--- src/design/assert_macros.svh ---
// Assertion macros shared by the RTL of the entry map run allocator.
// Each macro expects signals named clk and rst_n in the enclosing scope.
`ifndef ASSERT_MACROS_SVH
`define ASSERT_MACROS_SVH

// The consequent must hold in the same cycle as the antecedent.
`define ASSERT_IMPL(label, ante, cons, msg) \
    label: assert property (@(posedge clk) disable iff (!rst_n) (ante) |-> (cons)) \
        else $error(msg);

// The consequent must hold in the cycle after the antecedent.
`define ASSERT_NEXT(label, ante, cons, msg) \
    label: assert property (@(posedge clk) disable iff (!rst_n) (ante) |=> (cons)) \
        else $error(msg);

`endif

--- src/design/emra_pkg.sv ---
// Package for the entry map run allocator: request kinds, status codes and sizes.
// No dependencies; imported by entry_map_run_allocator_core.
package emra_pkg;

    localparam int ENTRIES_DEFAULT = 1024;
    localparam int WORD_BITS = 32;
    localparam int OFF_W = 5;
    localparam int MAP_SIZE_W = 11;
    localparam logic [MAP_SIZE_W-1:0] MAP_SIZE_RESET = 11'd1024;

    typedef enum logic [1:0] {
        KIND_SET  = 2'd0,
        KIND_READ = 2'd1,
        KIND_FIND = 2'd2,
        KIND_FILL = 2'd3
    } kind_t;

    typedef enum logic [1:0] {
        STATUS_OK        = 2'd0,
        STATUS_NOT_FOUND = 2'd1,
        STATUS_RANGE     = 2'd2
    } status_t;

endpackage

--- src/design/entry_map_run_allocator_core.sv ---
// Entry map run allocator: a bitmap of one-bit marks kept as 32-mark words in one memory.
// out_valid rises after a set or read via ST_ACCESS, after a find once the words up to a hit
// or the last are scanned, after a fill once its words are written, and after a range error
// or empty fill, each through ST_DONE, which waits while the output is stalled. One item is
// in work at a time; the next is taken the cycle after a result is loaded. After reset a
// clearing pass zeroes all ceil(ENTRIES/32) words first. Depends on emra_pkg, assert_macros.svh.
`include "assert_macros.svh"

module entry_map_run_allocator_core
    import emra_pkg::*;
#(
    parameter int ENTRIES = ENTRIES_DEFAULT
)
(
    input  logic                  clk,
    input  logic                  rst_n,
    input  logic                  cfg_valid,
    output logic                  cfg_ready,
    input  logic [MAP_SIZE_W-1:0] cfg_data,
    input  logic                  in_valid,
    output logic                  in_stall,
    input  logic [1:0]            kind,
    input  logic [9:0]            index,
    input  logic [10:0]           end_index,
    input  logic [10:0]           run_length,
    input  logic                  mark_in,
    output logic                  out_valid,
    input  logic                  out_stall,
    output logic [1:0]            status,
    output logic                  mark_out,
    output logic [9:0]            position
);

    localparam int WORDS = (ENTRIES + WORD_BITS - 1) / WORD_BITS;
    localparam int AW = (WORDS > 1) ? $clog2(WORDS) : 1;
    localparam int CW = ($clog2(ENTRIES + 1) > 12) ? $clog2(ENTRIES + 1) : 12;
    localparam logic [AW-1:0] LAST_ADDR = AW'(WORDS - 1);

    typedef enum logic [2:0] {
        ST_CLEAR,
        ST_IDLE,
        ST_ACCESS,
        ST_FIND,
        ST_FILL,
        ST_DONE
    } state_t;

    state_t state_reg;
    logic [MAP_SIZE_W-1:0] map_size_reg;
    logic [AW-1:0] clr_ptr_reg;
    logic [AW-1:0] proc_reg;
    logic [AW-1:0] first_word_reg;
    logic [AW-1:0] last_word_reg;
    logic [OFF_W-1:0] lo_off_reg;
    logic [OFF_W-1:0] hi_off_reg;
    logic [CW-1:0] need_reg;
    logic [CW-1:0] c_reg;
    logic kind_set_reg;
    logic mark_reg;
    status_t res_status_reg;
    logic res_mark_reg;
    logic [9:0] res_pos_reg;
    logic out_valid_reg;
    status_t status_reg;
    logic mark_out_reg;
    logic [9:0] position_reg;

    logic [WORD_BITS-1:0] mem [WORDS];
    logic [WORD_BITS-1:0] rd_data_reg;
    logic [AW-1:0] rd_addr;
    logic mem_we;
    logic [AW-1:0] mem_waddr;
    logic [WORD_BITS-1:0] mem_wdata;

    logic [CW-1:0] eff;
    logic [CW-1:0] eff_m1;
    logic [CW-1:0] idx_ext;
    logic [CW-1:0] end_ext;
    logic [CW-1:0] end_m1;
    logic [CW-1:0] idx_sh;
    logic [CW-1:0] end_sh;
    logic [CW-1:0] eff_sh;
    logic [AW-1:0] idx_word;
    logic [AW-1:0] end_word;
    logic [AW-1:0] eff_word;
    logic [CW-1:0] base;
    logic [WORD_BITS-1:0] lo_mask;
    logic [WORD_BITS-1:0] hi_mask;
    logic [WORD_BITS-1:0] fill_mask;
    logic [WORD_BITS-1:0] match;
    logic [WORD_BITS-1:0] window;
    logic [5:0] tail_ones;
    logic [5:0] head_ones;
    logic [OFF_W-1:0] win_start;
    logic cross_hit;
    logic win_hit;
    logic [CW-1:0] found_pos;
    logic [CW-1:0] c_next;
    logic [WORD_BITS-1:0] set_word;
    logic out_free;

    always_comb
    begin
        eff = (CW'(map_size_reg) > CW'(ENTRIES)) ? CW'(ENTRIES) : CW'(map_size_reg);
        eff_m1 = eff - CW'(1);
        idx_ext = CW'(index);
        end_ext = CW'(end_index);
        end_m1 = end_ext - CW'(1);
        idx_sh = idx_ext >> OFF_W;
        end_sh = end_m1 >> OFF_W;
        eff_sh = eff_m1 >> OFF_W;
        idx_word = idx_sh[AW-1:0];
        end_word = end_sh[AW-1:0];
        eff_word = eff_sh[AW-1:0];
        base = CW'(proc_reg) << OFF_W;
    end

    always_comb
    begin
        lo_mask = (proc_reg == first_word_reg) ? ({WORD_BITS{1'b1}} << lo_off_reg)
                                               : {WORD_BITS{1'b1}};
        hi_mask = (proc_reg == last_word_reg) ? ({WORD_BITS{1'b1}} >> (5'd31 - hi_off_reg))
                                              : {WORD_BITS{1'b1}};
        fill_mask = lo_mask & hi_mask;
        match = (rd_data_reg ~^ {WORD_BITS{mark_reg}}) & hi_mask;
        set_word = rd_data_reg;
        set_word[lo_off_reg] = mark_reg;
    end

    // A bit of window is set where need_reg consecutive matches start inside this word.
    always_comb
    begin
        window = {WORD_BITS{1'b1}};
        for (int j = 0; j < WORD_BITS; j++)
        begin
            if (CW'(j) < need_reg)
            begin
                window = window & (match >> j);
            end
        end
    end

    always_comb
    begin
        tail_ones = 6'd32;
        head_ones = 6'd32;
        win_start = '0;
        for (int j = WORD_BITS - 1; j >= 0; j--)
        begin
            if (!match[j])
            begin
                tail_ones = 6'(j);
            end
            if (window[j])
            begin
                win_start = OFF_W'(j);
            end
        end
        for (int j = 0; j < WORD_BITS; j++)
        begin
            if (!match[j])
            begin
                head_ones = 6'(31 - j);
            end
        end
    end

    always_comb
    begin
        cross_hit = (c_reg != '0) && ((need_reg - c_reg) <= CW'(tail_ones));
        win_hit = (need_reg <= CW'(WORD_BITS)) && (|window);
        found_pos = cross_hit ? (base - c_reg) : (base + CW'(win_start));
        c_next = (&match) ? (c_reg + CW'(WORD_BITS)) : CW'(head_ones);
    end

    always_comb
    begin
        rd_addr = proc_reg + AW'(1);
        if (state_reg == ST_IDLE)
        begin
            rd_addr = (kind == KIND_FIND) ? '0 : idx_word;
        end
        mem_we = 1'b0;
        mem_waddr = proc_reg;
        mem_wdata = set_word;
        unique case (state_reg)
            ST_CLEAR:
            begin
                mem_we = 1'b1;
                mem_waddr = clr_ptr_reg;
                mem_wdata = '0;
            end
            ST_ACCESS:
            begin
                mem_we = kind_set_reg;
            end
            ST_FILL:
            begin
                mem_we = 1'b1;
                mem_wdata = mark_reg ? (rd_data_reg | fill_mask) : (rd_data_reg & ~fill_mask);
            end
            default:
            begin
                mem_we = 1'b0;
            end
        endcase
    end

    always_ff @(posedge clk)
    begin
        if (mem_we)
        begin
            mem[mem_waddr] <= mem_wdata;
        end
        rd_data_reg <= mem[rd_addr];
    end

    assign out_free = !out_valid_reg || !out_stall;

    always_ff @(posedge clk or negedge rst_n)
    begin
        if (!rst_n)
        begin
            state_reg <= ST_CLEAR;
            map_size_reg <= MAP_SIZE_RESET;
            clr_ptr_reg <= '0;
            proc_reg <= '0;
            first_word_reg <= '0;
            last_word_reg <= '0;
            lo_off_reg <= '0;
            hi_off_reg <= '0;
            need_reg <= CW'(1);
            c_reg <= '0;
            kind_set_reg <= 1'b0;
            mark_reg <= 1'b0;
            res_status_reg <= STATUS_OK;
            res_mark_reg <= 1'b0;
            res_pos_reg <= '0;
            out_valid_reg <= 1'b0;
            status_reg <= STATUS_OK;
            mark_out_reg <= 1'b0;
            position_reg <= '0;
        end
        else
        begin
            if (cfg_valid)
            begin
                map_size_reg <= cfg_data;
            end
            if (out_valid_reg && !out_stall && (state_reg != ST_DONE))
            begin
                out_valid_reg <= 1'b0;
            end
            unique case (state_reg)
                ST_CLEAR:
                begin
                    clr_ptr_reg <= clr_ptr_reg + AW'(1);
                    if (clr_ptr_reg == LAST_ADDR)
                    begin
                        state_reg <= ST_IDLE;
                    end
                end
                ST_IDLE:
                begin
                    if (in_valid)
                    begin
                        mark_reg <= mark_in;
                        kind_set_reg <= (kind == KIND_SET);
                        lo_off_reg <= index[OFF_W-1:0];
                        res_mark_reg <= 1'b0;
                        res_pos_reg <= '0;
                        c_reg <= '0;
                        need_reg <= (run_length == '0) ? CW'(1) : CW'(run_length);
                        unique case (kind)
                            KIND_SET, KIND_READ:
                            begin
                                proc_reg <= idx_word;
                                if (idx_ext >= eff)
                                begin
                                    res_status_reg <= STATUS_RANGE;
                                    state_reg <= ST_DONE;
                                end
                                else
                                begin
                                    res_status_reg <= STATUS_OK;
                                    state_reg <= ST_ACCESS;
                                end
                            end
                            KIND_FIND:
                            begin
                                proc_reg <= '0;
                                first_word_reg <= '0;
                                last_word_reg <= eff_word;
                                hi_off_reg <= eff_m1[OFF_W-1:0];
                                if (eff == '0)
                                begin
                                    res_status_reg <= STATUS_NOT_FOUND;
                                    state_reg <= ST_DONE;
                                end
                                else
                                begin
                                    res_status_reg <= STATUS_OK;
                                    state_reg <= ST_FIND;
                                end
                            end
                            default:
                            begin
                                proc_reg <= idx_word;
                                first_word_reg <= idx_word;
                                last_word_reg <= end_word;
                                hi_off_reg <= end_m1[OFF_W-1:0];
                                priority if (end_ext > eff)
                                begin
                                    res_status_reg <= STATUS_RANGE;
                                    state_reg <= ST_DONE;
                                end
                                else if (idx_ext >= end_ext)
                                begin
                                    res_status_reg <= STATUS_OK;
                                    state_reg <= ST_DONE;
                                end
                                else
                                begin
                                    res_status_reg <= STATUS_OK;
                                    state_reg <= ST_FILL;
                                end
                            end
                        endcase
                    end
                end
                ST_ACCESS:
                begin
                    res_mark_reg <= kind_set_reg ? mark_reg : rd_data_reg[lo_off_reg];
                    state_reg <= ST_DONE;
                end
                ST_FIND:
                begin
                    priority if (cross_hit || win_hit)
                    begin
                        res_pos_reg <= found_pos[9:0];
                        state_reg <= ST_DONE;
                    end
                    else if (proc_reg == last_word_reg)
                    begin
                        res_status_reg <= STATUS_NOT_FOUND;
                        state_reg <= ST_DONE;
                    end
                    else
                    begin
                        proc_reg <= proc_reg + AW'(1);
                        c_reg <= c_next;
                    end
                end
                ST_FILL:
                begin
                    if (proc_reg == last_word_reg)
                    begin
                        state_reg <= ST_DONE;
                    end
                    else
                    begin
                        proc_reg <= proc_reg + AW'(1);
                    end
                end
                ST_DONE:
                begin
                    if (out_free)
                    begin
                        out_valid_reg <= 1'b1;
                        status_reg <= res_status_reg;
                        mark_out_reg <= res_mark_reg;
                        position_reg <= res_pos_reg;
                        state_reg <= ST_IDLE;
                    end
                end
                default:
                begin
                    state_reg <= ST_IDLE;
                end
            endcase
        end
    end

    assign cfg_ready = 1'b1;
    assign in_stall = (state_reg != ST_IDLE);
    assign out_valid = out_valid_reg;
    assign status = status_reg;
    assign mark_out = mark_out_reg;
    assign position = position_reg;

    `ASSERT_NEXT(a_one_item, in_valid && !in_stall, in_stall, "second transaction taken while busy")
    `ASSERT_IMPL(a_clear_quiet, state_reg == ST_CLEAR, !out_valid, "result shown during clearing pass")
    `ASSERT_IMPL(a_write_addr, mem_we, mem_waddr <= LAST_ADDR, "map write beyond last word")
    `ASSERT_IMPL(a_run_count, state_reg == ST_FIND, c_reg < need_reg, "run count reached need unseen")

endmodule
--- config.mk ---
export PLATFORM = sky130hd
export DESIGN_NAME = entry_map_run_allocator_core
export DESIGN_NICKNAME = d
export VERILOG_FILES = /design/src/design/emra_pkg.sv /design/src/design/entry_map_run_allocator_core.sv
export VERILOG_INCLUDE_DIRS = /design/src /design/src/design
export SDC_FILE = /design/constraint.sdc
export NUM_CORES = 2
export LEC_CHECK = 0
export BUFFER_PORTS_ARGS = -buffer_cell sky130_fd_sc_hd__buf_2
export CORE_UTILIZATION = 57
export CTS_CLUSTER_DIAMETER = 30
export DETAILED_ROUTE_END_ITERATION = 10
export GPL_ROUTABILITY_DRIVEN = 0
export PLACE_DENSITY_LB_ADDON = 0.08
export SYNTH_ARGS = -nofsm -noshare
export SYNTH_HDL_FRONTEND = slang
export SYNTH_SLANG_ARGS = --single-unit
--- constraint.sdc ---
create_clock -name clk -period 5.9 [get_ports clk]
set_clock_uncertainty 0.2 [all_clocks]
set_input_delay 0.885 -clock clk [delete_from_list [all_inputs] [get_ports clk]]
set_output_delay 0.885 -clock clk [all_outputs]
set_load 0.1 [all_outputs]
* Word level (Yosys, flattened, before mapping)
Memory sizes are Yosys's and may differ from the RTL's. A register that Yosys moved wholly into a read port is not among the register bits. Index checks and enable logic that the tools add are counted.
Storage, ports and cells: output and inout bits 16, latch bits 0, bits in read-only memories 0, input port bits 51, flip-flop bits (word level) 97, RAM bits 1024, memories 1, logic and storage cells 344
Cells by class: eq/ne operators 19, reduce and logical (&&, ||, !) cells 30, $lt $le $gt $ge 40, shifts and indexed selects 2, multiplexer cells 186, div/mod/pow operators 0, $add $sub $neg 9, bitwise logic cells 38, multiply operators 0
Memory list:
- mem | depth 32, bits a word 32, read ports 1, clocked after memory_dff 1, write ports 1, RTL line entry_map_run_allocator_core.sv:68 | logic [WORD_BITS-1:0] mem [WORDS];
Operator list (count):
- $mux 32 | 35
- $mux 6 | 64
- $lt 5x12->1 const A | 16
- $mux 5 | 38
- $and 32x32->32 | 3
- $lt 4x12->1 const A | 8
- $pmux 32 s2 | 1
- $lt 3x12->1 const A | 4
- $mux 12 | 4
- $and 32x1->32 | 1
- $and 32x10->32 | 1
- $and 32x11->32 | 1
- $and 32x12->32 | 1
- $and 32x13->32 | 1
- $and 32x14->32 | 1
- $and 32x15->32 | 1
- $and 32x16->32 | 1
- $and 32x17->32 | 1
- $and 32x18->32 | 1
- $and 32x19->32 | 1
- $and 32x2->32 | 1
- $and 32x20->32 | 1
- $and 32x21->32 | 1
- $and 32x22->32 | 1
- other kinds (80) | 136

* Longest topological paths before layout
word-level depth 103, mapped depth 32, depth with buffers taken out 26

* Worst setup path after synthesis
No wires, ideal clock.
kind reg-to-reg, start point register proc_reg[3], end point register c_reg[0], path slack 314 ps, required time 5572 ps, setup time 128 ps, period minus slack after synthesis 5586 ps, arrival 5258 ps, buffers on the path 6, stages on the path, launching flop included 32, cells stage by stage dfrtp_1 -> buf_2 -> xnor2_1 -> and3_1 -> clkbuf_1 -> buf_2 -> a31oi_1 -> clkbuf_1 -> buf_1 -> nand2_1 -> o21ai_0 -> a21oi_1 -> o21bai_1 -> a21oi_1 -> o21ai_0 -> a21oi_1 -> nor2_1 -> o21bai_1 -> ha_1 -> nor2b_1 -> o21a_1 -> o21a_1 -> o21a_1 -> o21ai_0 -> a32oi_1 -> a311oi_1 -> o31a_1 -> clkbuf_1 -> inv_1 -> a31oi_4 -> nand2b_4 -> mux2_1
Between the ends: cells in the longest elaborated chain, start to end 71, elaborated cells between the ends (all ways) 143, those cells by class order compare (1); eq/ne (3); mux (101); bitwise (32); reduce/logical (6)
RTL lines:
- from (decl) | RTL line entry_map_run_allocator_core.sv:51 | logic [AW-1:0] proc_reg;
- from (signal assigned) | RTL line entry_map_run_allocator_core.sv:277 | proc_reg <= idx_word;
- from (signal assigned) | RTL line entry_map_run_allocator_core.sv:308 | proc_reg <= idx_word;
- from (signal assigned) | RTL line entry_map_run_allocator_core.sv:350 | proc_reg <= proc_reg + AW'(1);
- $eq 5x5->1 (*) | RTL line entry_map_run_allocator_core.sv:122, entry_map_run_allocator_core.sv:343
- $mux 32 | RTL line entry_map_run_allocator_core.sv:122 | hi_mask = (proc_reg == last_word_reg) ? ({WORD_BITS{1'b1}} >> (5'd31 - hi_off_reg))
- $and 32x32->32 | RTL line entry_map_run_allocator_core.sv:125 | match = (rd_data_reg ~^ {WORD_BITS{mark_reg}}) & hi_mask;
- $mux 32 | RTL line entry_map_run_allocator_core.sv:136 | if (CW'(j) < need_reg)
- $and 32x31->32 | RTL line entry_map_run_allocator_core.sv:138 | window = window & (match >> j);
- $mux 32 | RTL line entry_map_run_allocator_core.sv:136
- $and 32x30->32 | RTL line entry_map_run_allocator_core.sv:138
- $mux 32 | RTL line entry_map_run_allocator_core.sv:136
- [... 55 more ...]
- $mux 32 | RTL line entry_map_run_allocator_core.sv:136
- $and 32x1->32 | RTL line entry_map_run_allocator_core.sv:138
- $mux 32 | RTL line entry_map_run_allocator_core.sv:136
- $reduce_or 32->1 | RTL line entry_map_run_allocator_core.sv:171 | win_hit = (need_reg <= CW'(WORD_BITS)) && (|window);
- $logic_and 1x1->1 | RTL line entry_map_run_allocator_core.sv:171
- $logic_or 1x1->1 | RTL line entry_map_run_allocator_core.sv:338 | priority if (cross_hit || win_hit)
- $ne 2x2->1 (no line)
- $reduce_and 4->1 (no line)
- to (signal assigned) | RTL line entry_map_run_allocator_core.sv:351 | c_reg <= c_next;
- to (decl) | RTL line entry_map_run_allocator_core.sv:57 | logic [CW-1:0] c_reg;
Every way passes the cells marked *; elsewhere a longest branch is shown, timed or not. The select of a mux whose other input is x is not followed. A chain may end at the register's enable or synchronous reset.

* Worst setup path in the final report
start point register need_reg[10], end point register c_reg[7]
Between the ends: cells in the longest elaborated chain, start to end 69, elaborated cells between the ends (all ways) 104, those cells by class add/sub (1); order compare (34); eq/ne (1); mux (32); bitwise (31); reduce/logical (5)
RTL lines:
- from (decl) | RTL line entry_map_run_allocator_core.sv:56 | logic [CW-1:0] need_reg;
- from (signal assigned) | RTL line entry_map_run_allocator_core.sv:273 | need_reg <= (run_length == '0) ? CW'(1) : CW'(run_length);
- $lt 1x12->1 | RTL line entry_map_run_allocator_core.sv:136
- $mux 32 | RTL line entry_map_run_allocator_core.sv:136
- $and 32x31->32 | RTL line entry_map_run_allocator_core.sv:138
- $mux 32 | RTL line entry_map_run_allocator_core.sv:136
- $and 32x30->32 | RTL line entry_map_run_allocator_core.sv:138
- $mux 32 | RTL line entry_map_run_allocator_core.sv:136
- $and 32x29->32 | RTL line entry_map_run_allocator_core.sv:138
- $mux 32 | RTL line entry_map_run_allocator_core.sv:136
- [... 53 more ...]
- $mux 32 | RTL line entry_map_run_allocator_core.sv:136
- $and 32x1->32 | RTL line entry_map_run_allocator_core.sv:138
- $mux 32 | RTL line entry_map_run_allocator_core.sv:136
- $reduce_or 32->1 | RTL line entry_map_run_allocator_core.sv:171
- $logic_and 1x1->1 | RTL line entry_map_run_allocator_core.sv:171
- $logic_or 1x1->1 (*) | RTL line entry_map_run_allocator_core.sv:338
- $ne 2x2->1 (no line) (*)
- $reduce_and 4->1 (no line) (*)
Every way passes the cells marked *; elsewhere a longest branch is shown, timed or not.

==> impl_summary.log <==
INFO  metric fin_setup_tns = 0 ns
INFO  metric largest_reg_flops = 1024
INFO  metric critPathKind = reg -> reg
INFO  metric tritoncts.num_buffers = 207
INFO  metric postPlaceCellArea = 57900 sq um
INFO  metric synth_top_flop_cell = sky130_fd_sc_hd__edfxtp_1
INFO  metric final.fill_count = 6908
INFO  metric worst_r2r_path_depth = 14
INFO  metric synthDominantAreaCellType = sky130_fd_sc_hd__edfxtp_1
INFO  metric avgSynthCellArea = 11.9 sq um
INFO  metric multiInputGateArea = 19900 sq um
INFO  metric finish.net_count = 4842
INFO  metric via_count = 41.9k
INFO  metric initial_core_util = 0.577
INFO  metric fin_crit_sh = 0.957
INFO  metric drt_pass1_iterations = 11
INFO  metric route.detailed.vias_per_inst = 6.79
INFO  metric grt_setup_unrepaired = no
INFO  metric outcome = complete, but fails checks
INFO  metric synth.cell_area = 55100 sq um
INFO  metric post-place-cells = 5786
INFO  metric route.detailed.wl_per_inst = 27.9 microns
INFO  metric vdd.ir_drop.worst = 0.604 mV
INFO  metric beginning_of_the_worst_register_to_register_path = need_reg[10]
INFO  metric failed_checks = DRC
INFO  metric clock-sinks = 1152
INFO  metric cts_root_buffer = sky130_fd_sc_hd__clkbuf_16
INFO  metric ys.warnings.count = 0
INFO  metric grt_first_pass_wirelength = 255 mm
INFO  metric clock_tree.buffer_depth = 3
INFO  metric finalInstanceArea = 65100 sq um
INFO  metric die_height = 313 microns
INFO  metric post-place-ws = 0.537 ns
INFO  metric io_buffers = 65
INFO  metric grt.total_usage = 0.349
INFO  metric die_ar = 97900 sq um
INFO  metric crit_arrival = 6.10 ns
INFO  metric worst_pin_slew = 1.31 ns
INFO  metric synth.area.top_cells = sky130_fd_sc_hd__edfxtp_1 56%, sky130_fd_sc_hd__a211oi_1 6.6%, sky130_fd_sc_hd__dfrtp_1 4.3%, sky130_fd_sc_hd__nand2_1 3.3%, sky130_fd_sc_hd__mux2i_1 2.5%
INFO  metric die_w = 313 microns
INFO  metric number_of_enable_type_register_cells_in_the_synthesized_netlist = 1024
INFO  metric cp-start-kind = flip-flop
INFO  metric post_synth_num_cell_types = 104
INFO  metric path_cells = or4_4 > or2_1 > a31oi_2 > o22ai_1 > nor3_1 > o2111ai_1 > o21ai_0 > nor3_1 > nand3b_2 > o21ai_2 > a31oi_4 > buf_4 > nand2b_1 > o21ai_0
INFO  metric cp_max_fo = 15
INFO  metric grt_pass1_vias = 40.1k
INFO  metric hpwlAfterDp = 102 mm
INFO  metric ys_async_sr_fraction = 0.0833
INFO  metric timing.hold.worst.class = in -> reg
INFO  metric drtIter0Drc = 6119
INFO  metric ant_nets = 0
INFO  metric slack_of_the_worst_reg_to_reg_path = 0.26 ns
INFO  metric critical_path_buf_inv_count = 1
INFO  metric maximum_number_of_pins_on_one_net_before_global_route_repair = 85
INFO  metric fmax = 177 MHz
INFO  metric syn2layout_area_growth = 18.2%
INFO  metric worstReg2RegEnd = c_reg[7]
INFO  metric global_route.overflow_total = 0
INFO  metric count_of_maximum_capacitance_violations = 0
INFO  metric worstSetupStartpoint = need_reg[10]
INFO  metric drt-total-wl = 172 mm
INFO  metric worst_path_clk_slew = 0.04 ns
INFO  metric final-instance-count-excl-fill = 6178
INFO  metric postSynthRegisterBits = 1152
INFO  metric max-slew-margin-rel = 0.126
INFO  metric setup_viol_count_final = 0
INFO  metric cts_tree = built
INFO  metric top_level_ports = 67
INFO  metric critical-path-top-delay-family = simple AND/OR/NAND/NOR gates
INFO  metric finalHoldViolations = 0
INFO  metric core = 95400 sq um
INFO  metric critical_path_depth = 14
INFO  metric postCtsSetupRepairBufs = 0
INFO  metric timing.critical_path.slowest_stage_cell = sky130_fd_sc_hd__a31oi_2
INFO  metric ys_seq_area_frac = 0.613
INFO  metric timing_max_transition_violations_final = 0
INFO  metric critical_path.endpoint_type = flip-flop
INFO  metric antenna_found_initial = 5
INFO  metric slowest_delay = 0.96 ns
INFO  metric postSynthNetCount = 4729
INFO  metric final_layout_size_suffix_gt1_frac = 0.161
INFO  metric total_leakage_power = 22.7 nW
INFO  metric critPathRequiredTime = 6.36 ns
INFO  metric timing.final.crit_period = 5.64 ns
INFO  metric clock_insertion_delay_worst_skew = 0.81 ns
INFO  metric num_rows = 113
INFO  metric powerDensity = 708 nW/um^2
INFO  metric drc = 69
INFO  metric synthesis.instances = 4618
INFO  metric finalWorstSetupSlack = 0.256 ns
INFO  metric final-seq-area = 33800 sq um
INFO  metric post-synth-top-area-fraction = 0.558
INFO  metric crit_path_end = c_reg[7]
INFO  metric cts.htree.levels = 4
## power by group
part | total (mW) | internal (mW) | leakage (nW) | switching, mW
sequential | 11.9 | 11.2 | 10.8 | 0.667
clock | 12.1 | 7.86 | 3.45 | 4.22
combinational | 22.1 | 7.18 | 8.41 | 15.0
## worst min-delay path by stage
stage | from | end | slack, ns | cells after the start
after CTS | run_length[7] | need_reg[7] | 0.06 | 3
final | run_length[7] | need_reg[7] | 0.10 | 3
after detailed placement | mark_out | mark_out | 0.29 | 1
after global routing | cfg_data[10] | map_size_reg[10] | 0.10 | 3
after global placement | last_word_reg[2] | last_word_reg[2] | 0.28 | 1
after floorplan | res_pos_reg[1] | res_pos_reg[1] | 0.25 | 2
## tightest hold or removal path: stages
cell	delay [ns]
sky130_fd_sc_hd__buf_2	0.09
sky130_fd_sc_hd__nand2_1	0.04
sky130_fd_sc_hd__nand2_1	0.05
## final cells by class
type,count,share of cell area
multi-input combinational,3031,0.306
sequential,1152,0.519
inverter,55,0.00317
tap,1265,0.0243
antenna,2,0.0000768
clock buffer,242,0.0838
timing repair buffer,284,0.0363
clock inverter,147,0.0276
## metrics by stage
stage           util  hold slack (ns)  power [mW]
2_1_floorplan      -            0.246        25.9
6_report       0.682            0.104        46.1
3_5_place_dp   0.606            0.294        33.3
5_1_grt        0.682            0.101        47.9
3_3_place_gp   0.606            0.281        33.1
4_1_cts        0.682           0.0645        45.5
## timing repair
| action | CTS | global route |
|---|---|---|
| setup endpoints to repair | 0 | 6 |
| endpoints found under the hold margin | 49 | 0 |
| hold buffers | 1 | 0 |
| resized for setup | 0 | 1 |
## synthesized netlist by cell type, types with 27 or more instances
library cell and number:
sky130_fd_sc_hd__edfxtp_1 1024, sky130_fd_sc_hd__nand2_1 491, sky130_fd_sc_hd__a211oi_1 487, sky130_fd_sc_hd__clkbuf_1 288
sky130_fd_sc_hd__a21oi_1 205, sky130_fd_sc_hd__o21ai_0 198, sky130_fd_sc_hd__o22ai_1 186, sky130_fd_sc_hd__nor2_1 175
sky130_fd_sc_hd__a31oi_1 159, sky130_fd_sc_hd__and2_1 149, sky130_fd_sc_hd__nor2b_1 144, sky130_fd_sc_hd__mux2i_1 137
sky130_fd_sc_hd__dfrtp_1 94, sky130_fd_sc_hd__ha_1 59, sky130_fd_sc_hd__inv_1 55, sky130_fd_sc_hd__nand3_1 50
sky130_fd_sc_hd__a21o_1 48, sky130_fd_sc_hd__buf_2 45, sky130_fd_sc_hd__xor2_1 42, sky130_fd_sc_hd__nor3_1 33
sky130_fd_sc_hd__nor4_1 33, sky130_fd_sc_hd__dfxtp_1 32, sky130_fd_sc_hd__buf_1 31, sky130_fd_sc_hd__xnor2_1 30
sky130_fd_sc_hd__mux2_2 28, sky130_fd_sc_hd__a22o_1 27
## kinds of logic (layout without fill, tap and decap cells)
| group | after synthesis | after routing | share of synthesized area |
|---|---|---|---|
| xor gates and xnor gates | 72 | 72 | 0.0114 |
| muxes | 175 | 175 | 0.0344 |
| DFF | 1152 | 1152 | 0.613 |
| other | 1 | 3 | 0.0000681 |
| AOI/OAI and AO/OA | 1539 | 1539 | 0.190 |
| and+or+nand+nor | 1184 | 1184 | 0.104 |
| buffers and inverters | 435 | 728 | 0.0322 |
| adders and majority gates | 60 | 60 | 0.0138 |
## layer usage
layer | global-route usage | wire length [microns] | vias up
met2 | 0.527 | 77300 | 2593
met4 | 0.158 | 8330 | 6
li1 | - | - | 18200
met1 | 0.477 | 68800 | 20400
met3 | 0.0878 | 17900 | 671
met5 | 0.00580 | 82 | -
## cell usage in the layout (no fill, tap or decap), drive strengths merged, types with 16 or more instances in the layout
| master | synthesis | final |
|---|---|---|
| edfxtp | 1024 | 1024 |
| nand2 | 491 | 491 |
| a211oi | 487 | 487 |
| buf | 92 | 283 |
| clkbuf | 288 | 242 |
| a21oi | 211 | 211 |
| o21ai | 204 | 204 |
| o22ai | 186 | 186 |
| nor2 | 181 | 181 |
| a31oi | 165 | 165 |
| and2 | 150 | 150 |
| nor2b | 144 | 144 |
| mux2i | 137 | 137 |
| dfrtp | 94 | 94 |
| inv | 55 | 82 |
| clkinv | 0 | 63 |
| ha | 59 | 59 |
| nand3 | 50 | 50 |
| a21o | 48 | 48 |
| xor2 | 42 | 42 |
| nor4 | 35 | 35 |
| nor3 | 35 | 35 |
| dfxtp | 32 | 32 |
| xnor2 | 30 | 30 |
| clkinvlp | 0 | 30 |
| mux2 | 30 | 30 |
| a22o | 27 | 27 |
| bufinv | 0 | 27 |
| nand2b | 19 | 19 |
| a221oi | 18 | 18 |
| or3 | 17 | 17 |
| nand4 | 16 | 16 |
| o21a | 16 | 16 |
(Power assumes the default switching activity.)
